`src/sv/ast_pkg.sv`:
```
// Shared types, constants and the arctangent table of the spherical converter.
`timescale 1ns / 1ps
package ast_pkg;

  // Field widths
  localparam int RAW_W = 16;
  localparam int CNT_W = 10;
  localparam int STEP_W = 13;
  localparam int G_W = 20;
  localparam int MAG_W = 20;
  localparam int AZ_W = 17;
  localparam int POL_W = 16;

  // Sum of squares and square-root unit
  localparam int SQ_W = 2 * G_W;
  localparam int HYP_SHIFT = 16;
  localparam int ISQ_IN_W = SQ_W + HYP_SHIFT;
  localparam int ISQ_STEPS = ISQ_IN_W / 2;
  localparam int ISQ_W = ISQ_IN_W + 1;
  localparam int ROOT_W = ISQ_STEPS;

  // CORDIC
  localparam int CORDIC_STEPS = 16;
  localparam int ATAN_LEN = 24;
  localparam int CW = 32;
  localparam int AW = 27;
  localparam int CORD_SCALE = 8;
  localparam logic signed [AW-1:0] HALF_TURN = 27'sd11796480;
  localparam logic signed [AW-1:0] ROUND_HALF = 27'sd128;
  localparam int ANGLE_MAX = 46080;

  // Step factors at 2 g
  localparam logic [STEP_W-1:0] STEP_HI = 13'd256;
  localparam logic [STEP_W-1:0] STEP_LO = 13'd1022;

  // Configuration port
  localparam int CFG_IDX_W = 1;
  localparam int CFG_DATA_W = 2;
  localparam logic [CFG_IDX_W-1:0] REG_HIGH_RES = 1'd0;
  localparam logic [CFG_IDX_W-1:0] REG_RANGE = 1'd1;
  localparam logic [1:0] RANGE_4G = 2'd1;
  localparam logic [1:0] RANGE_8G = 2'd2;

  // Pipeline depths
  localparam int SQ_LAT = ISQ_STEPS + 1;
  localparam int CORD_LAT = CORDIC_STEPS + 1;
  localparam int PIPE_LAT = 3 + SQ_LAT + CORD_LAT + 1;
  localparam int XYZ_DLY = PIPE_LAT - 2;
  localparam int CORD_TAP = SQ_LAT + 1;

  typedef logic signed [G_W-1:0] accel_t;
  typedef logic signed [CW-1:0] cvec_t;
  typedef logic signed [AW-1:0] angle_t;
  typedef logic [ISQ_IN_W-1:0] sqin_t;
  typedef logic [ROOT_W-1:0] root_t;

  typedef struct packed {
    logic       high_res;
    logic [1:0] range_sel;
  } scale_cfg_t;

  typedef struct packed {
    accel_t x;
    accel_t y;
    accel_t z;
    logic   nz;
  } vec_t;

  // atan(2^-i) in units of 2^-16 degree, rounded
  function automatic angle_t atan_lut(input int unsigned i);
    angle_t v;
    case (i)
      0:  v = angle_t'(2949120);
      1:  v = angle_t'(1740967);
      2:  v = angle_t'(919879);
      3:  v = angle_t'(466945);
      4:  v = angle_t'(234379);
      5:  v = angle_t'(117304);
      6:  v = angle_t'(58666);
      7:  v = angle_t'(29335);
      8:  v = angle_t'(14668);
      9:  v = angle_t'(7334);
      10: v = angle_t'(3667);
      11: v = angle_t'(1833);
      12: v = angle_t'(917);
      13: v = angle_t'(458);
      14: v = angle_t'(229);
      15: v = angle_t'(115);
      16: v = angle_t'(57);
      17: v = angle_t'(29);
      18: v = angle_t'(14);
      19: v = angle_t'(7);
      20: v = angle_t'(4);
      21: v = angle_t'(2);
      22: v = angle_t'(1);
      default: v = '0;
    endcase
    return v;
  endfunction

endpackage

```
`src/sv/ast_isqrt.sv`:
```
// Pipelined rounded integer square root, one result bit per stage.
`timescale 1ns / 1ps
module ast_isqrt import ast_pkg::*; (
  input  logic  clk,
  input  logic  en,
  input  sqin_t rad_i,
  output root_t root_r
);

  logic [ISQ_W-1:0] rem_r [ISQ_STEPS];
  logic [ISQ_W-1:0] part_r [ISQ_STEPS];
  logic [ISQ_W-1:0] fin;

  for (genvar g = 0; g < ISQ_STEPS; g++) begin : g_step
    logic [ISQ_W-1:0] rem_in;
    logic [ISQ_W-1:0] part_in;
    logic [ISQ_W-1:0] bitv;
    logic [ISQ_W-1:0] trial;

    if (g == 0) begin : g_first
      assign rem_in = {1'b0, rad_i};
      assign part_in = '0;
    end else begin : g_next
      assign rem_in = rem_r[g-1];
      assign part_in = part_r[g-1];
    end

    assign bitv = ISQ_W'(1) << (2 * (ISQ_STEPS - 1 - g));
    assign trial = part_in + bitv;

    always_ff @(posedge clk) begin
      if (en) begin
        if (rem_in >= trial) begin
          rem_r[g] <= rem_in - trial;
          part_r[g] <= (part_in >> 1) + bitv;
        end else begin
          rem_r[g] <= rem_in;
          part_r[g] <= part_in >> 1;
        end
      end
    end
  end

  // round to nearest
  assign fin = part_r[ISQ_STEPS-1] +
               ISQ_W'(rem_r[ISQ_STEPS-1] > part_r[ISQ_STEPS-1]);

  always_ff @(posedge clk) begin
    if (en) begin
      root_r <= fin[ROOT_W-1:0];
    end
  end

endmodule

```
`config.mk`:
```
export PLATFORM = sky130hd
export DESIGN_NAME = ast_isqrt
export DESIGN_NICKNAME = d
export VERILOG_FILES = /design/src/sv/ast_pkg.sv /design/src/sv/ast_isqrt.sv
export SDC_FILE = /design/constraint.sdc
export NUM_CORES = 2
export LEC_CHECK = 0
export BUFFER_PORTS_ARGS = -buffer_cell sky130_fd_sc_hd__buf_2
export CAP_MARGIN = 20
export CORE_ASPECT_RATIO = 1.1
export CORE_MARGIN = 3
export CORE_UTILIZATION = 60
export CTS_CLUSTER_DIAMETER = 50
export DETAILED_ROUTE_END_ITERATION = 6
export PLACE_DENSITY = 0.76
export SLEW_MARGIN = 5
export SYNTH_ARGS = -nofsm -noshare
export SYNTH_HDL_FRONTEND = slang
export SYNTH_SLANG_ARGS = --single-unit
```
`constraint.sdc`:
```
create_clock -name clk -period 8.9 [get_ports clk]
set_input_delay 0.445 -clock clk [delete_from_list [all_inputs] [get_ports clk]]
set_output_delay 0.445 -clock clk [all_outputs]
set_load 0.02 [all_outputs]
```
After elaboration in Yosys (flattened, before gate mapping). Memory sizes are Yosys's and may differ from the RTL's. Cells that the tools add are included.

$add $sub $neg: 83. $lt $le $gt $ge: 29. Muxes and demuxes: 224. Bitwise logic cells: 56.

Operator list (count): 57-bit two-way mux (56); 57-bit greater-or-equal comparator (27); 57-bit subtractor (27); 1-bit two-way mux (168); 56-bit by 1-bit adder with 57-bit output (second input constant) (1); 56-bit by 11-bit adder with 57-bit output (second input constant) (1); 56-bit by 13-bit adder with 57-bit output (second input constant) (1); 56-bit by 15-bit adder with 57-bit output (second input constant) (1); 56-bit by 17-bit adder with 57-bit output (second input constant) (1); 56-bit by 19-bit adder with 57-bit output (second input constant) (1); 56-bit by 21-bit adder with 57-bit output (second input constant) (1); 56-bit by 23-bit adder with 57-bit output (second input constant) (1); 56-bit by 25-bit adder with 57-bit output (second input constant) (1); 56-bit by 27-bit adder with 57-bit output (second input constant) (1); 56-bit by 29-bit adder with 57-bit output (second input constant) (1); 56-bit by 3-bit adder with 57-bit output (second input constant) (1); 56-bit by 31-bit adder with 57-bit output (second input constant) (1); 56-bit by 33-bit adder with 57-bit output (second input constant) (1); 56-bit by 35-bit adder with 57-bit output (second input constant) (1); 56-bit by 37-bit adder with 57-bit output (second input constant) (1); 56-bit by 39-bit adder with 57-bit output (second input constant) (1); 56-bit by 41-bit adder with 57-bit output (second input constant) (1); 56-bit by 43-bit adder with 57-bit output (second input constant) (1); 56-bit by 45-bit adder with 57-bit output (second input constant) (1); 39 further kinds (94).

Flip-flop bits (word level): 28. Bits in writable memories: 3192. Input bits: 58. Output and inout port bits: 28. Logic and storage cells: 395. Memories: 2.

Memories: part_r (words 28, width 57, read ports 28, clocked after Yosys merged registers in 0, wr ports 28, RTL line ast_isqrt.sv:11) `logic [ISQ_W-1:0] part_r [ISQ_STEPS];`; rem_r (words 28, width 57, read ports 28, clocked after Yosys merged registers in 0, wr ports 28, RTL line ast_isqrt.sv:10) `logic [ISQ_W-1:0] rem_r [ISQ_STEPS];`.

Depth between registers and ports, before layout. An unclocked memory read counts as a cell.

Word-level depth: 7. Mapped depth: 21. Mapped depth without buffers: 21.

Worst setup path before layout. Ideal clock, no wire load.

Path type: in2reg. Start: input en. End: memory part_r[1][627] in the netlist's numbering (enable). Setup time: 474 ps. Arrival time: 3767 ps. Data required time: 8426 ps. Setup slack: 4659 ps. Stages: 5. Path buffers: 5. Path through: clkbuf_1 > clkbuf_1 > clkbuf_1 > clkbuf_1 > clkbuf_1.

RTL lines: start, declared (RTL line ast_isqrt.sv:5) `input logic en,`; end, declared (RTL line ast_isqrt.sv:11).

==> metrics.csv <==
metric;value;unit
critical path launch point type;flop;
Placement Rows;156;
CP Cell Sequence;or4_1, nor4bb_1, nor3b_1, nand3b_1, nor4b_1, o31a_1, inv_1, o211ai_1, nor3b_1, xor2_1;
Cell Int Power;0.01967;W
leakage;41.51;nW
buffer levels on the longest clock path;3;
Yosys top cell area share;60.97;%
drt drc;0;
area grow syn2layout;10.93;%
initial antenna violation count;6;
TNS Setup;0;ns
max cap viols;0;
Most Frequent Cell on Critical Path;nor3b_1;
Vert. Die Dim;434.1;um
share of layout cells above drive strength 1;7.374;%
Final min period;4.576;ns
r2r setup slk;4.32;ns
Worst Tran Pin Value;1.081;ns
FF-to-FF Start;rem_r[0][730]$_DFFE_PP_;
CP arrival;5.17;ns
Clk pin slew, worst setup/hold paths;0.06;ns
outcome;complete, no violations;
part of the power in registers;47.1;%
Peak supply drop;0.0002041;V
Hold WS;0.1686;ns
Synth Flop Type;edfxtp_1;
number of global-route vias before repair;64720;
Slowest-stage cell, CP;o31a_1;
RSZ-0062 raised after global routing;false;
PortBufs;85;
FF-to-FF End;rem_r[0][795]$_DFFE_PP_;
CTS Root Cell;clkbuf_16;
Post-Synthesis Cell Area;99970;sq um
first-pass GRT wire length;400000;um
Starting DRT DRC Count;7044;
Yosys cell types;106;
combinational power share;20.0;%
Synth async-reset ratio;0;%
Min-Delay Path Class;input port to flop;
Clk pwr share;32.9;%
Sw Ratio;29.93;%
Vias/cell;6.235;
Nets;8890;
I/O Pins;86;
grt ovf;0;
post-route ant nets;0;
placed instance area;102900;sq um
largest cells by area after synthesis;edfxtp_1 61%, ha_1 5.8%, xor2_1 3.5%;
Slew headroom;27.15;%
EDFF count, synth;2030;
WL final;267700;um
Routability Congestion;0.9821;
vias;67070;
DP Cell Count;10310;
DIE AREA;171600;sq um
pwr/cell area;253.1;nW/um^2
R2R depth;10;
synthesis-stage register bit count;2030;
Die W;395.2;um
DP HPWL;200600;um
Max Transition Viols Final;0;
leading area contributor after synthesis;edfxtp_1;
CTS tree;done;
Syn Area/Cell;12.27;sq um
Worst setup EP type;flop;
H-tree depth;4;
Post-synth top cells;2,030 x edfxtp_1, 656 x nand2_1, 569 x inv_1;
clock skew;0.04762;ns
Final Hold Vio Count;0;
Core Footprint;164900;sq um
beginning of the critical path;rem_r[0][730]$_DFFE_PP_;
Achievable Freq;218.5;MHz
CTS Buf Count;211;
Finished Layout Cells;10760;
Clock Sinks;2030;
count leader, synth;edfxtp_1;
WP data required;9.49;ns
Clock Latency Late Sink;0.85;ns
NetSw;0.008399;W
cell count after synthesis;8146;
delay of the slowest cell on the worst path;0.91;ns
Final setup viols;0;
Synth Net Count;8668;
First-pass DRT Iterations;7;
WL/cell;24.89;um
largest net degree at the start of global routing;192;
Initial Util;60.62;%
worst-path fanout max;29;
worst setup path end;rem_r[0][795]$_DFFE_PP_;
YS warnings;0;
aggregate global-route resource usage;31.01;%
Seq/Total Area, Yosys;60.97;%
fin crit share;51.42;%
final instance area;110900;sq um
WS Path Type;flop to flop;
## per-stage QoR
| stage | total power, W | setup WS (ns) | util (%) |
|---|---|---|---|
| floorplan | 0.01689 | 4.659 | - |
| global placement | 0.01875 | 4.418 | 62.39 |
| detailed placement | 0.01882 | 4.423 | 62.40 |
| CTS | 0.02805 | 4.391 | 67.19 |
| global route | 0.02921 | 4.022 | 67.23 |
| finish | 0.02807 | 4.324 | 67.24 |
## how the worst min path moves through the flow
stage	from	end	slack, ns	cells past startpoint
6_report	en	rem_r[1][219]$_DFFE_PP_	0.17	1
5_1_grt	en	rem_r[1][208]$_DFFE_PP_	0.19	1
4_1_cts	en	rem_r[1][271]$_DFFE_PP_	0.16	1
3_5_place_dp	rem_r[1][121]$_DFFE_PP_	rem_r[1][178]$_DFFE_PP_	0.43	0
3_3_place_gp	rem_r[1][121]$_DFFE_PP_	rem_r[1][178]$_DFFE_PP_	0.43	0
2_1_floorplan	rem_r[0][684]$_DFFE_PP_	rem_r[0][741]$_DFFE_PP_	0.42	0
## registers in the layout (all words and copies together) (netlist names)
register	flops
part_r	406
root_r	28
rem_r	1596
## placed cells by master, fill, tap and decap left out, drive strengths merged, types with 140 or more instances in the layout
cell type,synthesis,layout
o21ai,482,482
nor4,282,282
a21o,191,191
xor2,400,400
xnor2,374,374
nor2,452,452
buf,20,140
inv,571,591
edfxtp,2030,2030
nor3,235,235
clkbuf,168,236
ha,464,464
nand3,146,146
a21oi,364,364
nand2,657,657
## cell type report
| class | count | area (sq um) |
|---|---|---|
| Sequential cell | 2030 | 60960 |
| Fill cell | 11720 | 54040 |
| Multi-Input combinational cell | 5357 | 36170 |
| Clock buffer | 235 | 5434 |
| Tap cell | 2212 | 2768 |
| Inverter | 571 | 2143 |
| Clock inverter | 153 | 1896 |
| Timing Repair Buffer | 197 | 1521 |
| Antenna cell | 2 | 5.005 |
## critical path, delay by kind of cell, from the launching register on
family	cells	cell delay, ns
xor gates and xnor gates	1	0.17
and+or+nand+nor	6	2.24
buffers and inverters	1	0.23
AOI/OAI and AO/OA	2	1.25
DFF	1	0.43
## power groups by stage
stage               Combinational [W]  Clock (W)  Sequential, W
floorplan                     0.00410          0         0.0128
global placement              0.00542          0         0.0133
detailed placement            0.00547          0         0.0133
CTS                           0.00554    0.00934         0.0132
global route                  0.00617    0.00975         0.0133
finish                        0.00562    0.00923         0.0132
## routing by layer
layer  GRT usage, %  up-vias  share of wire (%)  wire length [um]
li1               -    30950                  -                 -
met1          39.49    32520                 39            103500
met2          50.76     2902                 47            127100
met3          4.660      690                7.1             19040
met4          18.33       10                6.7             17980
met5              0        -              0.024                65
## timing repair
item                      4_1_cts  5_1_grt
setup buffers                   0        0
hold buffers                   56        0
hold endpoints to repair       56        0
gates resized for setup         0        0
## kinds of logic after synthesis
kind of cell               share of synthesized area [%]
xor gates and xnor gates                           6.781
and+or+nand+nor                                    13.30
muxes                                             0.5707
adders and majority gates                          5.807
AOI/OAI and AO/OA                                  9.667
DFF                                                60.97
buffers and inverters                              2.901
Power figures use the tool's default switching activity.
