$ cat config.mk
export PLATFORM = sky130hd
export DESIGN_NAME = ast_cordic
export DESIGN_NICKNAME = d
export VERILOG_FILES = /design/src/sv/ast_pkg.sv /design/src/sv/ast_cordic.sv
export SDC_FILE = /design/constraint.sdc
export NUM_CORES = 2
export LEC_CHECK = 0
export BUFFER_PORTS_ARGS = -buffer_cell sky130_fd_sc_hd__buf_2
export CAP_MARGIN = 20
export CORE_MARGIN = 3
export CORE_UTILIZATION = 70
export CTS_CLUSTER_DIAMETER = 120
export DETAILED_ROUTE_END_ITERATION = 10
export HOLD_SLACK_MARGIN = 0.08
export PLACE_DENSITY = 0.85
export SLEW_MARGIN = 15
export SYNTH_ARGS = -nofsm -noshare
export SYNTH_HDL_FRONTEND = slang
export SYNTH_SLANG_ARGS = --single-unit
export TNS_END_PERCENT = 50
$ cat constraint.sdc
create_clock -name clk -period 11.5 [get_ports clk]
set_input_delay 1.15 -clock clk [delete_from_list [all_inputs] [get_ports clk]]
set_output_delay 1.15 -clock clk [all_outputs]
set_load 0.02 [all_outputs]
$ cat src/sv/ast_pkg.sv
// Shared types, constants and the arctangent table of the spherical converter.
`timescale 1ns / 1ps
package ast_pkg;

  // Field widths
  localparam int RAW_W = 16;
  localparam int CNT_W = 10;
  localparam int STEP_W = 13;
  localparam int G_W = 20;
  localparam int MAG_W = 20;
  localparam int AZ_W = 17;
  localparam int POL_W = 16;

  // Sum of squares and square-root unit
  localparam int SQ_W = 2 * G_W;
  localparam int HYP_SHIFT = 16;
  localparam int ISQ_IN_W = SQ_W + HYP_SHIFT;
  localparam int ISQ_STEPS = ISQ_IN_W / 2;
  localparam int ISQ_W = ISQ_IN_W + 1;
  localparam int ROOT_W = ISQ_STEPS;

  // CORDIC
  localparam int CORDIC_STEPS = 16;
  localparam int ATAN_LEN = 24;
  localparam int CW = 32;
  localparam int AW = 27;
  localparam int CORD_SCALE = 8;
  localparam logic signed [AW-1:0] HALF_TURN = 27'sd11796480;
  localparam logic signed [AW-1:0] ROUND_HALF = 27'sd128;
  localparam int ANGLE_MAX = 46080;

  // Step factors at 2 g
  localparam logic [STEP_W-1:0] STEP_HI = 13'd256;
  localparam logic [STEP_W-1:0] STEP_LO = 13'd1022;

  // Configuration port
  localparam int CFG_IDX_W = 1;
  localparam int CFG_DATA_W = 2;
  localparam logic [CFG_IDX_W-1:0] REG_HIGH_RES = 1'd0;
  localparam logic [CFG_IDX_W-1:0] REG_RANGE = 1'd1;
  localparam logic [1:0] RANGE_4G = 2'd1;
  localparam logic [1:0] RANGE_8G = 2'd2;

  // Pipeline depths
  localparam int SQ_LAT = ISQ_STEPS + 1;
  localparam int CORD_LAT = CORDIC_STEPS + 1;
  localparam int PIPE_LAT = 3 + SQ_LAT + CORD_LAT + 1;
  localparam int XYZ_DLY = PIPE_LAT - 2;
  localparam int CORD_TAP = SQ_LAT + 1;

  typedef logic signed [G_W-1:0] accel_t;
  typedef logic signed [CW-1:0] cvec_t;
  typedef logic signed [AW-1:0] angle_t;
  typedef logic [ISQ_IN_W-1:0] sqin_t;
  typedef logic [ROOT_W-1:0] root_t;

  typedef struct packed {
    logic       high_res;
    logic [1:0] range_sel;
  } scale_cfg_t;

  typedef struct packed {
    accel_t x;
    accel_t y;
    accel_t z;
    logic   nz;
  } vec_t;

  // atan(2^-i) in units of 2^-16 degree, rounded
  function automatic angle_t atan_lut(input int unsigned i);
    angle_t v;
    case (i)
      0:  v = angle_t'(2949120);
      1:  v = angle_t'(1740967);
      2:  v = angle_t'(919879);
      3:  v = angle_t'(466945);
      4:  v = angle_t'(234379);
      5:  v = angle_t'(117304);
      6:  v = angle_t'(58666);
      7:  v = angle_t'(29335);
      8:  v = angle_t'(14668);
      9:  v = angle_t'(7334);
      10: v = angle_t'(3667);
      11: v = angle_t'(1833);
      12: v = angle_t'(917);
      13: v = angle_t'(458);
      14: v = angle_t'(229);
      15: v = angle_t'(115);
      16: v = angle_t'(57);
      17: v = angle_t'(29);
      18: v = angle_t'(14);
      19: v = angle_t'(7);
      20: v = angle_t'(4);
      21: v = angle_t'(2);
      22: v = angle_t'(1);
      default: v = '0;
    endcase
    return v;
  endfunction

endpackage

$ cat src/sv/ast_cordic.sv
// Pipelined vectoring CORDIC lane: angle of (den, num) in 2^-16 degree.
`timescale 1ns / 1ps
module ast_cordic import ast_pkg::*; (
  input  logic   clk,
  input  logic   en,
  input  cvec_t  num_i,
  input  cvec_t  den_i,
  output angle_t ang_o
);

  cvec_t  x_r [CORDIC_STEPS+1];
  cvec_t  y_r [CORDIC_STEPS+1];
  angle_t a_r [CORDIC_STEPS+1];
  logic   byp_r [CORDIC_STEPS+1];

  cvec_t  x0;
  cvec_t  y0;
  angle_t a0;
  logic   byp0;

  // quadrant fold; on the x axis the angle is known at once
  always_comb begin
    byp0 = (num_i == '0);
    x0 = den_i;
    y0 = num_i;
    a0 = '0;
    if (byp0) begin
      a0 = (den_i < 0) ? HALF_TURN : '0;
    end else if (den_i < 0) begin
      a0 = (num_i > 0) ? HALF_TURN : -HALF_TURN;
      x0 = -den_i;
      y0 = -num_i;
    end
  end

  always_ff @(posedge clk) begin
    if (en) begin
      x_r[0] <= x0;
      y_r[0] <= y0;
      a_r[0] <= a0;
      byp_r[0] <= byp0;
    end
  end

  for (genvar g = 0; g < CORDIC_STEPS; g++) begin : g_iter
    cvec_t tx;
    cvec_t ty;
    assign tx = x_r[g] >>> g;
    assign ty = y_r[g] >>> g;

    always_ff @(posedge clk) begin
      if (en) begin
        byp_r[g+1] <= byp_r[g];
        if (y_r[g] > 0) begin
          x_r[g+1] <= x_r[g] + ty;
          y_r[g+1] <= y_r[g] - tx;
          a_r[g+1] <= byp_r[g] ? a_r[g] : a_r[g] + atan_lut(g);
        end else begin
          x_r[g+1] <= x_r[g] - ty;
          y_r[g+1] <= y_r[g] + tx;
          a_r[g+1] <= byp_r[g] ? a_r[g] : a_r[g] - atan_lut(g);
        end
      end
    end
  end

  assign ang_o = a_r[CORDIC_STEPS];

endmodule

# Word-level counts from Yosys, hierarchy flattened

Memory sizes are Yosys's and may differ from the RTL's.
Index checks and enable logic that the tools add are counted.

Register bits after elaboration: 0
Bits in writable memories: 1564
Input port bits: 66
Output and inout bits: 27
Logic and storage cells: 354
Memories: 4

$add $sub $neg: 97
$lt $le $gt $ge: 18
Mux-type cells: 186
Bitwise gates (word level): 48
Reduce and logical (&&, ||, !) cells: 1

Memory list:

| memory | depth | bits a word | read ports | clocked after memory_dff | wr ports | RTL line         | text |
|---|---|---|---|---|---|---|---|
| x_r    | 17    | 32          | 16         | 0                        | 17       | ast_cordic.sv:11 | `cvec_t x_r [CORDIC_STEPS+1];` |
| y_r    | 17    | 32          | 16         | 0                        | 17       | ast_cordic.sv:12 | `cvec_t y_r [CORDIC_STEPS+1];` |
| a_r    | 17    | 27          | 17         | 0                        | 17       | ast_cordic.sv:13 | `angle_t a_r [CORDIC_STEPS+1];` |
| byp_r  | 17    | 1           | 16         | 0                        | 17       | ast_cordic.sv:14 | `logic byp_r [CORDIC_STEPS+1];` |

Operator list:

| kind                | count |
|---|---|
| $mux 27             | 51 |
| $mux 32             | 36 |
| $gt 32x1->1 const B | 17 |
| $mux 1              | 98 |
| $add 32x17->32      | 2 |
| $add 32x18->32      | 2 |
| $add 32x19->32      | 2 |
| $add 32x20->32      | 2 |
| $add 32x21->32      | 2 |
| $add 32x22->32      | 2 |
| $add 32x23->32      | 2 |
| $add 32x24->32      | 2 |
| $add 32x25->32      | 2 |
| $add 32x26->32      | 2 |
| $add 32x27->32      | 2 |
| $add 32x28->32      | 2 |
| $add 32x29->32      | 2 |
| $add 32x30->32      | 2 |
| $add 32x31->32      | 2 |
| $neg 32->32         | 2 |
| $sub 32x17->32      | 2 |
| $sub 32x18->32      | 2 |
| $sub 32x19->32      | 2 |
| $sub 32x20->32      | 2 |
| 49 further kinds    | 108 |

# Logic depth before layout (Yosys ltp)

Depth in word-level cells: 5
Gate-level depth with buffers: 25
Depth with buffers taken out: 23

# Worst setup path before layout

Ideal clock, no wire load.

Path type: reg2reg
From: mem y_r[7][12] (netlist name)
To: mem x_r[8][31] (netlist name), data pin
Library setup time: 0.260 ns
Data arrival time: 5.856 ns
Data required time: 11.240 ns
Path slack: 5.384 ns
Stages on the path, launching flop included: 25
Path buffers: 3
Clock period less this slack: 6.116 ns
Cell sequence: edfxtp_1 -> nor3_2 -> nand2b_1 -> nor4_4 -> nand4b_1 -> or4_1 -> buf_2 -> nor4_4 -> o21ai_1 -> clkbuf_1 -> clkbuf_1 -> o21ai_0 -> inv_1 -> ha_1 -> nor2b_1 -> o31a_1 -> o41a_1 -> a41oi_1 -> o32ai_1 -> a41o_1 -> o41ai_1 -> o31ai_1 -> or4_1 -> a31oi_1 -> xnor2_1

RTL lines:

| item            | RTL line |
|---|---|
| start, declared | ast_cordic.sv:12 |
| end, declared   | ast_cordic.sv:11 |

==> impl_metrics.toml <==
[layout]
fill_cells = 11400
nets = 13500
area_growth_pct = 6.62
layout_commonest_cell = "edfxtp_1"
drive_above_1_share_pct = 4.11
final_cell_mix = "edfxtp_1 (1394), xnor2_1 (1086), a21oi_1 (1052), nor2_1 (1042), ha_1 (1028)"

[worst_setup_path]
critPathMaxFanout = 20
critPathRequiredTime_ns = 12.06
cp_top_family = "simple AND/OR/NAND/NOR gates"
critPathSlowestCell = "or4_1"
cpPeakStageDelay_ns = 0.66
worstPathArrival_ns = 7.88
reg2reg_slack_ns = 4.18
endpoint_kind = "flop"
start_kind = "flop"
crit_path_cell_trace = "nor3_1 -> nand4b_1 -> or4_1 -> nor2_1 -> nor4b_2 -> nor2_1 -> nor2_1 -> buf_4 -> nor2_1 -> xor2_1 -> ha_1 -> nor2b_1 -> o31a_1 -> o31ai_1 -> a21oi_1 -> nor4b_1 -> o31ai_1 -> o21a_1 -> a41o_1 -> a21oi_1 -> o21ai_0 -> xor2_1"
crit_buf_inv = 1
crit_top_cell = "nor2_1"
critPathKind = "flop to flop"

[detailed_routing]
wl_met1_mm = 128
route.met3.wl_mm = 25.4
post_drt_wl_per_cell_microns = 21.4
drt-vias-per-instance = 6.65
ant_nets = 0
via_count = 97400
drc = 0
drt_iter0_drc = 10800
wl_mm = 313
routed.top_layer = "met5"
drt-pass1-iter-count = 9
wl_met2_mm = 146

[floorplan]
die_w_microns = 412
design.core.area_sq_um = 163000
start_util_pct = 70.7
row_count = 148
die-area_sq_um = 170000
io_pins = 93
die_h_microns = 412

[clock_tree]
cts_tree = "built"
htreeDepth = 4
insertion_delay_ns = 0.82
cts_root_buffer = "clkbuf_16"
cts_hold_buf = 0
cts_resized = 0
post_cts_buffers = 0
path_clk_slew_ns = 0.06
clk_path_buf_depth = 3
clkSinkCount = 1394
cts_made_buffers = 152

[logic_synthesis]
netlist_area_sq_um = 115000
synth-edff-count = 1394
syn_nets = 13500
ys_async_sr_fraction_pct = 0
synth_area_per_cell_sq_um = 9.32
netlist_instances = 12400
yosys_warnings = 0
yosysUniqueCellTypes = 100
ys_seq_area_share_pct = 36.3
synthFlopType = "edfxtp_1"
synth_seq_cells = 1394

[min_path]
hold_class = "flop to flop"

[job]
maxCapViolations = 0

[placed_design]
hpwlAfterDp_mm = 240
gp_congestion = 1.01
io_buffers = 92

[sta]
hold_viol = 0
slew_headroom_pct = 25.6
max_freq_ghz = 0.137
period_needed_ns = 7.32
rsz0062_at_grt = "no"
finalSetupViolations = 0
worst_slew_pin_slew_ns = 1.12
finalMaxSlewViolations = 0
finalSetupTns_ns = 0
finalCritPeriodShare_pct = 63.7
skew_ns = 0.0354

[grt]
grt_max_degree = 176
overflow = 0
grt_pass1_wl_mm = 493
grt_pass1_vias = 92600
grt_usage_pct = 35.8
antenna_found_initial = 4

[status]
outcome = "finished clean"
==> state kept, by name (all words and copies together) (netlist names) <==
| register | cells |
|---|---|
| x_r | 465 |
| a_r | 401 |
| byp_r | 16 |
| y_r | 512 |
==> cells by family after synthesis <==
group | after synthesis | synth area share, %
muxes | 56 | 0.513
AOI/OAI and AO/OA | 3463 | 19.0
and+or+nand+nor | 3697 | 15.8
buffers and inverters | 889 | 2.95
xor gates and xnor gates | 1829 | 13.9
DFF | 1394 | 36.3
adders and majority gates | 1057 | 11.6
==> Yosys cell counts (all sizes together), types with 110 or more instances <==
cell / n / area share [%]
o31ai: 222 / 1.4
a21oi: 1053 / 4.6
o21a: 178 / 1.2
nor2: 1045 / 3.4
nor3: 339 / 1.5
nand4: 116 / 0.63
a21o: 367 / 2.4
a211oi: 135 / 0.88
a31oi: 144 / 0.78
nor4: 159 / 0.92
o21ai: 735 / 3.2
ha: 1028 / 11
nand3: 229 / 0.99
xor2: 743 / 5.6
inv: 549 / 1.8
or3: 159 / 0.87
and3: 110 / 0.60
o21bai: 141 / 0.92
xnor2: 1086 / 8.2
nor2b: 157 / 0.85
edfxtp: 1394 / 36
clkbuf: 262 / 0.85
nand2b: 180 / 0.98
nand2: 857 / 2.8
==> stage by stage <==
stage	cell area (sq um)	hold WS (ns)	worst slack (ns)	utilization, %	instances
floorplan	115000	0.400	5.38	-	12400
global placement	118000	0.404	4.32	72.2	14400
detailed placement	118000	0.406	4.24	72.2	14400
CTS	123000	0.422	4.45	75.3	14600
global route	123000	0.424	3.90	75.3	14700
finish	123000	0.421	4.18	75.3	14700
==> area by class of cell <==
class | instances | area [sq um] | share of cell area [%]
Inverter | 550 | 2060 | 1.68
Clock buffer | 173 | 3880 | 3.16
Sequential cell | 1394 | 41900 | 34.0
Timing Repair Buffer | 149 | 941 | 0.765
Tap cell | 2175 | 2720 | 2.21
Antenna cell | 2 | 5.00 | 0.00407
Clock inverter | 107 | 1320 | 1.07
Multi-Input combinational cell | 10100 | 70300 | 57.1
==> routing by layer <==
metal / vias to the layer above / GRT usage, %
li1: 45600 / -
met4: 2 / 14.0
met2: 4580 / 58.9
met3: 870 / 5.69
met1: 46300 / 47.4
met5: - / 0
==> path summary, 6_finish.rpt <==
check | startpoint | end | cells past startpoint
max | y_r[2][5]$_DFFE_PP_ | y_r[3][30]$_DFFE_PP_ | 22
min | a_r[13][0]$_DFFE_PP_ | a_r[14][0]$_DFFE_PP_ | 0
min reg2reg | a_r[13][0]$_DFFE_PP_ | a_r[14][0]$_DFFE_PP_ | 0
max reg2reg | y_r[2][5]$_DFFE_PP_ | y_r[3][30]$_DFFE_PP_ | 22
Power is not shown: default switching activity piles up to over one toggle a cycle in this logic, so the estimate is an artifact.
