===== config.mk =====
export PLATFORM = sky130hd
export DESIGN_NAME = ast_scale
export DESIGN_NICKNAME = d
export VERILOG_FILES = /design/src/sv/ast_pkg.sv /design/src/sv/ast_scale.sv
export SDC_FILE = /design/constraint.sdc
export NUM_CORES = 1
export LEC_CHECK = 0
export ABC_AREA = 1
export BUFFER_PORTS_ARGS = -buffer_cell sky130_fd_sc_hd__buf_2
export CAP_MARGIN = 20
export CORE_ASPECT_RATIO = 0.7
export CORE_MARGIN = 2
export CORE_UTILIZATION = 50
export DETAILED_ROUTE_END_ITERATION = 10
export HOLD_SLACK_MARGIN = 0.15
export PLACE_DENSITY_LB_ADDON = 0.2
export SETUP_SLACK_MARGIN = 0.02
export SLEW_MARGIN = 30
export SYNTH_ARGS = -nofsm -noshare
export SYNTH_HDL_FRONTEND = slang
export SYNTH_SLANG_ARGS = --single-unit

===== constraint.sdc =====
create_clock -name clk -period 9.2 [get_ports clk]
set_input_delay 1.84 -clock clk [delete_from_list [all_inputs] [get_ports clk]]
set_output_delay 1.84 -clock clk [all_outputs]
set_load 0.1 [all_outputs]

===== src/sv/ast_pkg.sv =====
// Shared types, constants and the arctangent table of the spherical converter.
`timescale 1ns / 1ps
package ast_pkg;

  // Field widths
  localparam int RAW_W = 16;
  localparam int CNT_W = 10;
  localparam int STEP_W = 13;
  localparam int G_W = 20;
  localparam int MAG_W = 20;
  localparam int AZ_W = 17;
  localparam int POL_W = 16;

  // Sum of squares and square-root unit
  localparam int SQ_W = 2 * G_W;
  localparam int HYP_SHIFT = 16;
  localparam int ISQ_IN_W = SQ_W + HYP_SHIFT;
  localparam int ISQ_STEPS = ISQ_IN_W / 2;
  localparam int ISQ_W = ISQ_IN_W + 1;
  localparam int ROOT_W = ISQ_STEPS;

  // CORDIC
  localparam int CORDIC_STEPS = 16;
  localparam int ATAN_LEN = 24;
  localparam int CW = 32;
  localparam int AW = 27;
  localparam int CORD_SCALE = 8;
  localparam logic signed [AW-1:0] HALF_TURN = 27'sd11796480;
  localparam logic signed [AW-1:0] ROUND_HALF = 27'sd128;
  localparam int ANGLE_MAX = 46080;

  // Step factors at 2 g
  localparam logic [STEP_W-1:0] STEP_HI = 13'd256;
  localparam logic [STEP_W-1:0] STEP_LO = 13'd1022;

  // Configuration port
  localparam int CFG_IDX_W = 1;
  localparam int CFG_DATA_W = 2;
  localparam logic [CFG_IDX_W-1:0] REG_HIGH_RES = 1'd0;
  localparam logic [CFG_IDX_W-1:0] REG_RANGE = 1'd1;
  localparam logic [1:0] RANGE_4G = 2'd1;
  localparam logic [1:0] RANGE_8G = 2'd2;

  // Pipeline depths
  localparam int SQ_LAT = ISQ_STEPS + 1;
  localparam int CORD_LAT = CORDIC_STEPS + 1;
  localparam int PIPE_LAT = 3 + SQ_LAT + CORD_LAT + 1;
  localparam int XYZ_DLY = PIPE_LAT - 2;
  localparam int CORD_TAP = SQ_LAT + 1;

  typedef logic signed [G_W-1:0] accel_t;
  typedef logic signed [CW-1:0] cvec_t;
  typedef logic signed [AW-1:0] angle_t;
  typedef logic [ISQ_IN_W-1:0] sqin_t;
  typedef logic [ROOT_W-1:0] root_t;

  typedef struct packed {
    logic       high_res;
    logic [1:0] range_sel;
  } scale_cfg_t;

  typedef struct packed {
    accel_t x;
    accel_t y;
    accel_t z;
    logic   nz;
  } vec_t;

  // atan(2^-i) in units of 2^-16 degree, rounded
  function automatic angle_t atan_lut(input int unsigned i);
    angle_t v;
    case (i)
      0:  v = angle_t'(2949120);
      1:  v = angle_t'(1740967);
      2:  v = angle_t'(919879);
      3:  v = angle_t'(466945);
      4:  v = angle_t'(234379);
      5:  v = angle_t'(117304);
      6:  v = angle_t'(58666);
      7:  v = angle_t'(29335);
      8:  v = angle_t'(14668);
      9:  v = angle_t'(7334);
      10: v = angle_t'(3667);
      11: v = angle_t'(1833);
      12: v = angle_t'(917);
      13: v = angle_t'(458);
      14: v = angle_t'(229);
      15: v = angle_t'(115);
      16: v = angle_t'(57);
      17: v = angle_t'(29);
      18: v = angle_t'(14);
      19: v = angle_t'(7);
      20: v = angle_t'(4);
      21: v = angle_t'(2);
      22: v = angle_t'(1);
      default: v = '0;
    endcase
    return v;
  endfunction

endpackage


===== src/sv/ast_scale.sv =====
// One axis lane: raw sample to acceleration in 2^-16 g.
`timescale 1ns / 1ps
module ast_scale import ast_pkg::*; (
  input  logic                    clk,
  input  logic                    en,
  input  scale_cfg_t              cfg,
  input  logic signed [RAW_W-1:0] raw,
  output accel_t                  acc_r
);

  logic signed [RAW_W-1:0]     biased;
  logic signed [CNT_W-1:0]     cnt;
  logic [STEP_W-1:0]           base;
  logic [STEP_W-1:0]           step;
  logic signed [CNT_W+STEP_W:0] prod;

  always_comb begin
    // divide by 64 toward zero
    biased = raw[RAW_W-1] ? raw + 16'sd63 : raw;
    cnt = cfg.high_res ? biased[RAW_W-1:6] : {{(CNT_W-8){raw[7]}}, raw[7:0]};
    base = cfg.high_res ? STEP_HI : STEP_LO;
    case (cfg.range_sel)
      RANGE_4G: step = base << 1;
      RANGE_8G: step = base << 2;
      default:  step = base;
    endcase
    prod = cnt * $signed({1'b0, step});
  end

  always_ff @(posedge clk) begin
    if (en) begin
      acc_r <= prod[G_W-1:0];
    end
  end

endmodule


# ---- After elaboration in Yosys (flattened, before gate mapping)
# Index checks and enable logic that the tools add are counted.
# W data, S select, Z words.
dict set report totals {
  mem_count 0
  mem_bits_rw 0
  reg_bits 20
  out_inout_bits 20
  romBits 0
  latch_bits 0
}
dict set report classes {
  n_eq_ne 2
  div 0
  reduce_logical 0
  mux 4
  n_lt_le_gt_ge 0
  n_mul 1
  shift 0
  addsub 1
  bitwise_logic 0
}
# operator n
set op_table {}
lappend op_table {{$pmux W12 S2} 1}
lappend op_table {{$mul A10 B13 Y20} 1}
lappend op_table {{$mux W10} 2}
lappend op_table {{$add A16 B7 Y16 const B} 1}
lappend op_table {{$mux W16} 1}
lappend op_table {{$eq A2 B1 Y1 const B} 1}
lappend op_table {{$eq A2 B2 Y1 const B} 1}

# ---- Depth between registers and ports, before layout
# Gate-level depths: netlist of run 1.
dict set report depth {
  ltp_word 4
  depth_mapped 29
  mapped_depth_nobuf 29
}

# ---- Worst setup path before layout of run 1
# No wires, ideal clock.
dict set report synth_path {
  path_type {input port to flip-flop}
  startpoint {in cfg[0] in the netlist's numbering}
  endpoint {reg acc_r[13] (data pin)}
  path_stages 25
  setup_slack_ns 2.384
  required_time_ns 8.940
  arrival_ns 6.556
  cell_sequence {inv_1 > ha_1 > inv_1 > nor2_4 > nor3_4 > inv_2 > nand2_1 > fa_1 > fa_1 > inv_1 > fa_1 > fa_1 > inv_1 > fa_1 > inv_1 > ha_1 > a21oi_1 > o21ai_1 > inv_1 > nand2_1 > nand2_1 > nand2_1 > nand2_1 > nand2_1 > xor2_1}
}
dict set report synth_between {
  elab_chain_len 3
  word_cells_on_any_way 4
}
# element line
set synth_rtl {}
lappend synth_rtl {{start, declared} ast_scale.sv:6} ;# input scale_cfg_t cfg,
lappend synth_rtl {{$eq A2 B2 Y1 or $eq A2 B1 Y1 (tied branches)} ast_scale.sv:22} ;# case (cfg.range_sel)
lappend synth_rtl {{$pmux W12 S2 *} ast_scale.sv:22}
lappend synth_rtl {{$mul A10 B13 Y20 *} ast_scale.sv:27} ;# prod = cnt * $signed({1'b0, step});
lappend synth_rtl {{net prod[13]} ast_scale.sv:15} ;# logic signed [CNT_W+STEP_W:0] prod;
lappend synth_rtl {{end signal, assigned} ast_scale.sv:32} ;# acc_r <= prod[G_W-1:0];
lappend synth_rtl {{end, declared} ast_scale.sv:8} ;# output accel_t acc_r
# Mark *: on every way through the listed nets, which the timed path passes. The rest lies on a longest branch.
# A chain may end at the register's enable or synchronous reset.

# ---- Worst setup path after layout of run 1
dict set report layout_path {
  startpoint {in cfg[0] in the netlist's numbering}
  endpoint {reg acc_r[14] (data pin)}
}
# The elaborated chain is that of the path after synthesis.

==> results of run 1 <==
-- stage by stage --
step | hold slack [ns] | area (sq um) | setup WS (ns) | utilization [%]
2_1_floorplan | 1.953 | 4274 | 2.384 | -
3_3_place_gp | 2.171 | 4571 | 1.900 | 54.59
3_5_place_dp | 2.186 | 4571 | 1.856 | 54.59
4_1_cts | 1.922 | 4651 | 2.118 | 55.54
5_1_grt | 1.924 | 4651 | 1.815 | 55.54
6_report | 1.923 | 4651 | 2.072 | 55.54
-- tightest hold or removal path, delay by kind of cell --
family                 cells  cell delay, ns
and+or+nand+nor            1            0.09
buffers and inverters      2            0.13
-- cells in the final DEF (no fill, tap or decap), types with 2 or more instances in the layout --
master / n
sky130_fd_sc_hd__o211ai_1: 2
sky130_fd_sc_hd__xnor2_1: 2
sky130_fd_sc_hd__edfxtp_1: 19
sky130_fd_sc_hd__nand3_2: 6
sky130_fd_sc_hd__nor2_1: 41
sky130_fd_sc_hd__xor2_1: 12
sky130_fd_sc_hd__inv_1: 130
sky130_fd_sc_hd__a21oi_1: 16
sky130_fd_sc_hd__inv_2: 5
sky130_fd_sc_hd__o21bai_1: 2
sky130_fd_sc_hd__nand2_4: 2
sky130_fd_sc_hd__nor2_2: 4
sky130_fd_sc_hd__nand2_2: 7
sky130_fd_sc_hd__fa_1: 61
sky130_fd_sc_hd__nor2_4: 2
sky130_fd_sc_hd__nand2_1: 90
sky130_fd_sc_hd__o21ai_1: 4
sky130_fd_sc_hd__nor3_4: 2
sky130_fd_sc_hd__clkbuf_16: 3
sky130_fd_sc_hd__a31oi_1: 4
sky130_fd_sc_hd__ha_1: 58
sky130_fd_sc_hd__or2_1: 2
sky130_fd_sc_hd__or2_2: 2
sky130_fd_sc_hd__nand4_1: 3
sky130_fd_sc_hd__buf_2: 39
sky130_fd_sc_hd__nand3_1: 18
-- synthesized netlist by cell type (all sizes together) --
cell	number
a21oi	17
o221ai	1
buf	3
xor2	12
and2	1
nand3b	1
or2	4
fa	61
ha	58
o21bai	3
edfxtp	19
a211oi	1
xnor2	2
conb	1
nor2	47
o211ai	3
o21ai	7
inv	135
nand4	3
nand3	24
nor3	3
o2111ai	1
a31oi	4
nand2	99
clkbuf	1
-- logic make-up (layout without fill, tap and decap cells) --
group           count (synthesis)  in the layout
simple gates                  182            182
buf+inv                       139            178
fa+ha+maj                     119            119
compound gates                 37             37
flops                          19             19
xor+xnor                       14             14
other cells                     1              1
-- how the worst min path moves through the flow --
stage                 from             endpoint  slack [ns]  cells past startpoint
global route        raw[0]   acc_r[1]$_DFFE_PP_        1.92                      3
detailed placement  raw[0]   acc_r[1]$_DFFE_PP_        2.19                      3
finish              raw[0]   acc_r[1]$_DFFE_PP_        1.92                      3
CTS                 raw[0]   acc_r[1]$_DFFE_PP_        1.92                      3
floorplan               en  acc_r[10]$_DFFE_PP_        1.95                      0
global placement    raw[0]   acc_r[1]$_DFFE_PP_        2.17                      3
-- cell type report --
| class | count | area (sq um) | area share (%) |
|---|---|---|---|
| Inverter | 135 | 506.7 | 10.90 |
| Clock buffer | 3 | 75.07 | 1.614 |
| Sequential cell | 19 | 570.5 | 12.27 |
| Tap cell | 105 | 131.4 | 2.825 |
| Multi-Input combinational cell | 353 | 3167 | 68.09 |
| Timing Repair Buffer | 39 | 195.2 | 4.197 |
| Clock inverter | 1 | 5.005 | 0.1076 |
-- report_power, final --
| group | leakage, nW | internal (mW) | total [mW] | switching, mW |
|---|---|---|---|---|
| combinational | 2.41 | 0.362 | 1.20 | 0.841 |
| sequential | 0.185 | 0.177 | 0.186 | 0.00842 |
| clock | 0.0409 | 0.0584 | 0.0942 | 0.0358 |
| total | 2.64 | 0.598 | 1.48 | 0.886 |
-- per-layer routing --
metal  share of wire [%]  up-vias  track usage, %
li1                    -     1643               -
met2                  43      145           30.77
met3                 9.0        4           4.104
met4                0.26        0           1.829
met5                   0        -               0
met1                  48     1683           33.30
==> run summary, run 1 <==
result of the run: finished clean
total number of H-tree levels: 1
peak ir drop on the vdd network: 0.1970 mV
time the final worst path needs with I/O delays and setup: 7.128 ns
first element of the critical path: cfg[0]
Crit. End Element: flip-flop
Area Growth Syn to Fin: 8.811%
CTS tree: built
setup fix buffers added after clock tree synthesis: 0
Pins Over Slew Limit: 0
die height: 81.36 microns
setup total negative slack: 0 ns
GRT Util Overall: 21.08%
placed wire-length estimate: 8120 microns
count of buffers from port buffering: 39
non-filler instance count after layout: 655
largest registers in the final layout: acc_r (19)
count of cell instances traversed by the critical path: 22
post-synth design cell area: 0.004274 sq mm
post-synthesis share of cell area spent on and, or, nand and nor gates: 19.91%
cells traversed along the worst timing path: buf_2 > inv_1 > ha_1 > inv_1 > nor2_4 > nor3_4 > inv_2 > nand2_1 > fa_1 > fa_1 > inv_1 > fa_1 > fa_1 > inv_1 > fa_1 > inv_1 > ha_1 > a21oi_1 > o21ai_1 > a21oi_1 > o21ai_1 > xor2_1
cell types occupying the most area after synthesis: sky130_fd_sc_hd__fa_1 (29%), sky130_fd_sc_hd__ha_1 (17%), sky130_fd_sc_hd__edfxtp_1 (13%)
setup repair after global routing missed its margin: false
Min-Delay Path Class: in -> reg
post-synthesis cell type count: 40
post-synthesis sequential area ratio: 13.35%
area share of the leading cell type in the synthesized netlist: 28.57%
Vias per Instance: 5.305
die outline area: 0.009316 sq mm
final global-route overflow total: 0
post-synth top area cell: sky130_fd_sc_hd__fa_1
Static Leakage: 2.637 nW
Fmax achieved: 0.1403 GHz
register with the most flip-flops: acc_r
Initial DRC Count: 320
Yosys warnings: 0
final cycle utilization of the critical path: 77.48%
number of antenna repair diodes: 0
Synth Instances: 511
max incr delay on CP: 0.55 ns
synthesized-area fraction occupied by ao, oa, aoi and oai cells: 5.679%
path type of the worst setup path: in -> reg
buffering stage count on the worst path with inverters included: 7
xor/xnor cell area share of the yosys netlist: 2.869%
critical path required time: 9.20 ns
core area: 0.008373 sq mm
vias after detailed routing: 3475
routability congestion estimate from global placement: 0.9828
Cell Rows: 28
Layout Nets: 691
count of fill cells added during filler insertion: 794
Clock transition at path regs: 0.06 ns
drt wl/cell: 14.04 microns
critical-path maximum fanout: 7
signal arrival time at the worst endpoint: 7.13 ns
number of instances in the placed design: 651
starting utilization of the core area: 51.05%
TritonRoute pass-1 iters: 7
vias in the first global route: 3226
count of unresolved DRC violations after routing: 0
largest family of logic cells by synthesized area: adder cells
synthesized net count: 651
Seq cells post-synth: 19
number of nets still failing antenna checks after routing: 0
total routed wirelength: 9193 microns
layout cell share with drive strength beyond 1: 14.18%
I/O pin total: 41
Critical Path Source Type: primary input
P per Cell Area: 318.9 mW/mm^2
number of buffers added to fix hold violations after cts: 0
Worst Setup EP: acc_r[14]$_DFFE_PP_
MaxCap Viol Count: 0
worst-case clock buffer depth: 2
clock sink count: 19
fraction of the mapped netlist area in adder cells: 45.55%
max-slew headroom at the worst pin: 56.80%
cell family with most CP delay: adder cells
width of the die: 114.5 microns
final hold viol count: 0
wire length of the first global-routing pass: 15310 microns
buffer cell driving the clock tree root: sky130_fd_sc_hd__clkbuf_16
number of antenna violations at the first check in global routing: 0
number of failing setup endpoints in the final timing report: 0
largest net degree at the start of global routing: 23
TritonCTS buffer count: 3
number of gates resized after cts: 0
Power Total: 1.483 mW
mean instance size in the synthesized netlist: 8.364 sq um
standard cell with the maximum stage delay on the critical path: sky130_fd_sc_hd__fa_1
portion of netlist area occupied by mux cells: 0%
number of flip-flops under the largest register name: 19
actual slew at the worst max-slew pin: 0.6457 ns
Note: power is estimated with default switching activity, not from simulation.
==> run 2: changes to the inputs <==
clock period = 6.5 ns   (was 9.2 ns; I/O delays follow)
==> run summary, run 2 (synthesized netlist as in run 1, its figures left out) <==
Clock transition at path regs: 0.06 ns (about the same)
drt wl/cell: 13.85 microns (-1.4%)
CTS tree: built
Area Growth Syn to Fin: 14.52%
Worst Setup Slack, final: 0.2793 ns (-1.793 ns)
GRT Util Overall: 22.01% (+0.93 points)
die outline area: 0.009316 sq mm (unchanged)
register with the most flip-flops: acc_r
worst-case clock buffer depth: 2 (unchanged)
post-placement worst setup slack: -0.07186 ns (-1.928 ns)
buffer cell driving the clock tree root: sky130_fd_sc_hd__clkbuf_16
number of flip-flops under the largest register name: 19 (unchanged)
count of buffers from port buffering: 39 (unchanged)
vias in the first global route: 3293 (+2.1%)
critical path required time: 6.51 ns (-2.69 ns)
number of antenna violations at the first check in global routing: 0 (unchanged)
largest registers in the final layout: acc_r (19)
number of nets still failing antenna checks after routing: 0 (unchanged)
Layout Nets: 716 (+3.6%)
result of the run: finished clean
final cycle utilization of the critical path: 95.70%
largest net degree at the start of global routing: 20 (-13%)
setup repair after global routing missed its margin: false
Min-Delay Path Class: in -> reg
Crit. End Element: flip-flop
total routed wirelength: 9415 microns (+2.4%)
wire length of the first global-routing pass: 15800 microns (+3.2%)
number of failing setup endpoints in the final timing report: 0 (unchanged)
leading cell types in the layout, fill and taps excluded: sky130_fd_sc_hd__inv_1 (130), sky130_fd_sc_hd__nand2_1 (88), sky130_fd_sc_hd__fa_1 (61), sky130_fd_sc_hd__ha_1 (57)
MaxCap Viol Count: 0 (unchanged)
number of antenna repair diodes: 0 (unchanged)
final global-route overflow total: 0 (unchanged)
Initial DRC Count: 194 (-39%)
vias after detailed routing: 3443 (-0.92%)
TritonRoute pass-1 iters: 4 (-3)
Cell Rows: 28 (unchanged)
Power Total: 2.214 mW (+49%)
placed wire-length estimate: 8304 microns (+2.3%)
max-slew headroom at the worst pin: 57.13% (+0.34 points)
time the final worst path needs with I/O delays and setup: 6.221 ns
starting utilization of the core area: 51.05% (unchanged)
hold path startpoint: raw[0]
die height: 81.36 microns (unchanged)
setup total negative slack: 0 ns (unchanged)
Static Leakage: 2.760 nW (+4.7%)
endpoint with the worst hold slack: acc_r[1]$_DFFE_PP_
actual slew at the worst max-slew pin: 0.6406 ns (-0.005030 ns)
path type of the worst setup path: in -> reg
signal arrival time at the worst endpoint: 6.23 ns (-0.90 ns)
critical-path maximum fanout: 4 (-3)
TritonCTS buffer count: 3 (unchanged)
Pins Over Slew Limit: 0 (unchanged)
Critical Path Source Type: primary input
I/O pin total: 41 (unchanged)
Vias per Instance: 5.063 (-4.6%)
total number of H-tree levels: 1 (unchanged)
final hold viol count: 0 (unchanged)
routability congestion estimate from global placement: 0.9574 (-2.6%)
core area: 0.008373 sq mm (unchanged)
utilization of the core after routing: 58.46% (+2.9 points)
count of unresolved DRC violations after routing: 0 (unchanged)
P per Cell Area: 452.3 mW/mm^2 (+42%)
width of the die: 114.5 microns (unchanged)
layout cell share with drive strength beyond 1: 19.13% (+4.9 points)
peak ir drop on the vdd network: 0.3020 mV (+53%)
Hold Path Stages: 3 (unchanged)
Fmax achieved: 0.1608 GHz
commonest non-fill, non-tap cell in the layout: sky130_fd_sc_hd__inv_1
clock sink count: 19 (unchanged)
==> run 2: cell count changes in the layout (fill, tap and decap cells not counted), sizes merged <==
cell / before / now
clkbuf: 3 / 4
clkinv: 1 / 0
buf: 39 / 64
==> run 2: area by class of cell <==
type	count	area (sq um)
flip-flops and latches	19	570.5
well taps	105	131.4
multi-input cells	353	3224
clock buffers	4	78.83
inverters	135	506.7
repair buffers	64	382.9
fillers	771	3478
==> run 2: metal layers <==
layer / GRT usage, % / routed length, microns / vias to the layer above
li1: - / - / 1692
met5: 0 / 0 / -
met4: 3.659 / 107 / 0
met3: 4.403 / 764 / 9
met2: 31.48 / 3894 / 101
met1: 34.56 / 4648 / 1641
==> run 2: worst max-delay path: stages <==
cell,delay (ns)
sky130_fd_sc_hd__buf_2,0.10
sky130_fd_sc_hd__inv_1,0.05
sky130_fd_sc_hd__ha_1,0.23
sky130_fd_sc_hd__nand2_1,0.11
sky130_fd_sc_hd__inv_2,0.11
sky130_fd_sc_hd__nor3_4,0.06
sky130_fd_sc_hd__inv_1,0.16
sky130_fd_sc_hd__nand2_1,0.09
sky130_fd_sc_hd__fa_1,0.48
sky130_fd_sc_hd__inv_1,0.05
sky130_fd_sc_hd__fa_1,0.48
sky130_fd_sc_hd__inv_1,0.05
sky130_fd_sc_hd__fa_1,0.47
sky130_fd_sc_hd__inv_1,0.06
sky130_fd_sc_hd__fa_1,0.54
sky130_fd_sc_hd__inv_1,0.06
sky130_fd_sc_hd__fa_1,0.54
sky130_fd_sc_hd__inv_1,0.05
sky130_fd_sc_hd__ha_1,0.35
sky130_fd_sc_hd__a21oi_1,0.30
sky130_fd_sc_hd__o211ai_1,0.24
sky130_fd_sc_hd__nand3_1,0.13
sky130_fd_sc_hd__nand2_1,0.08
sky130_fd_sc_hd__xor2_1,0.14
==> run 2: how the worst max path moves through the flow <==
stage | depth (start not counted) | start | slack, ns | to
after detailed placement | 27 | raw[3] | -0.07 | acc_r[19]$_DFFE_PP_
after floorplan | 25 | cfg[0] | 0.22 | acc_r[13]$_DFFE_PP_
after CTS | 27 | raw[3] | 0.19 | acc_r[19]$_DFFE_PP_
after global placement | 27 | raw[5] | -0.11 | acc_r[19]$_DFFE_PP_
final | 24 | cfg[0] | 0.28 | acc_r[18]$_DFFE_PP_
after global routing | 28 | cfg[0] | 0.03 | acc_r[19]$_DFFE_PP_
==> run 2: per-stage QoR <==
stage	hold WS [ns]	instances	area, sq um
after floorplan	1.413	511	4274
after global placement	1.626	675	4751
after detailed placement	1.638	675	4751
after CTS	1.369	679	4830
after global routing	1.392	680	4895
final	1.376	680	4895
==> run 2: what timing repair did <==
item | CTS | global route
gates resized for setup | 0 | 12
hold buffers | 0 | 0
buffers inserted | 0 | 1
endpoints found under the setup margin | 0 | 5
==> run 2: power breakdown <==
| group | internal [mW] | switching, mW | total (mW) |
|---|---|---|---|
| clock | 0.0837 | 0.0490 | 0.133 |
| combinational | 0.598 | 1.22 | 1.82 |
| sequential | 0.251 | 0.0105 | 0.261 |
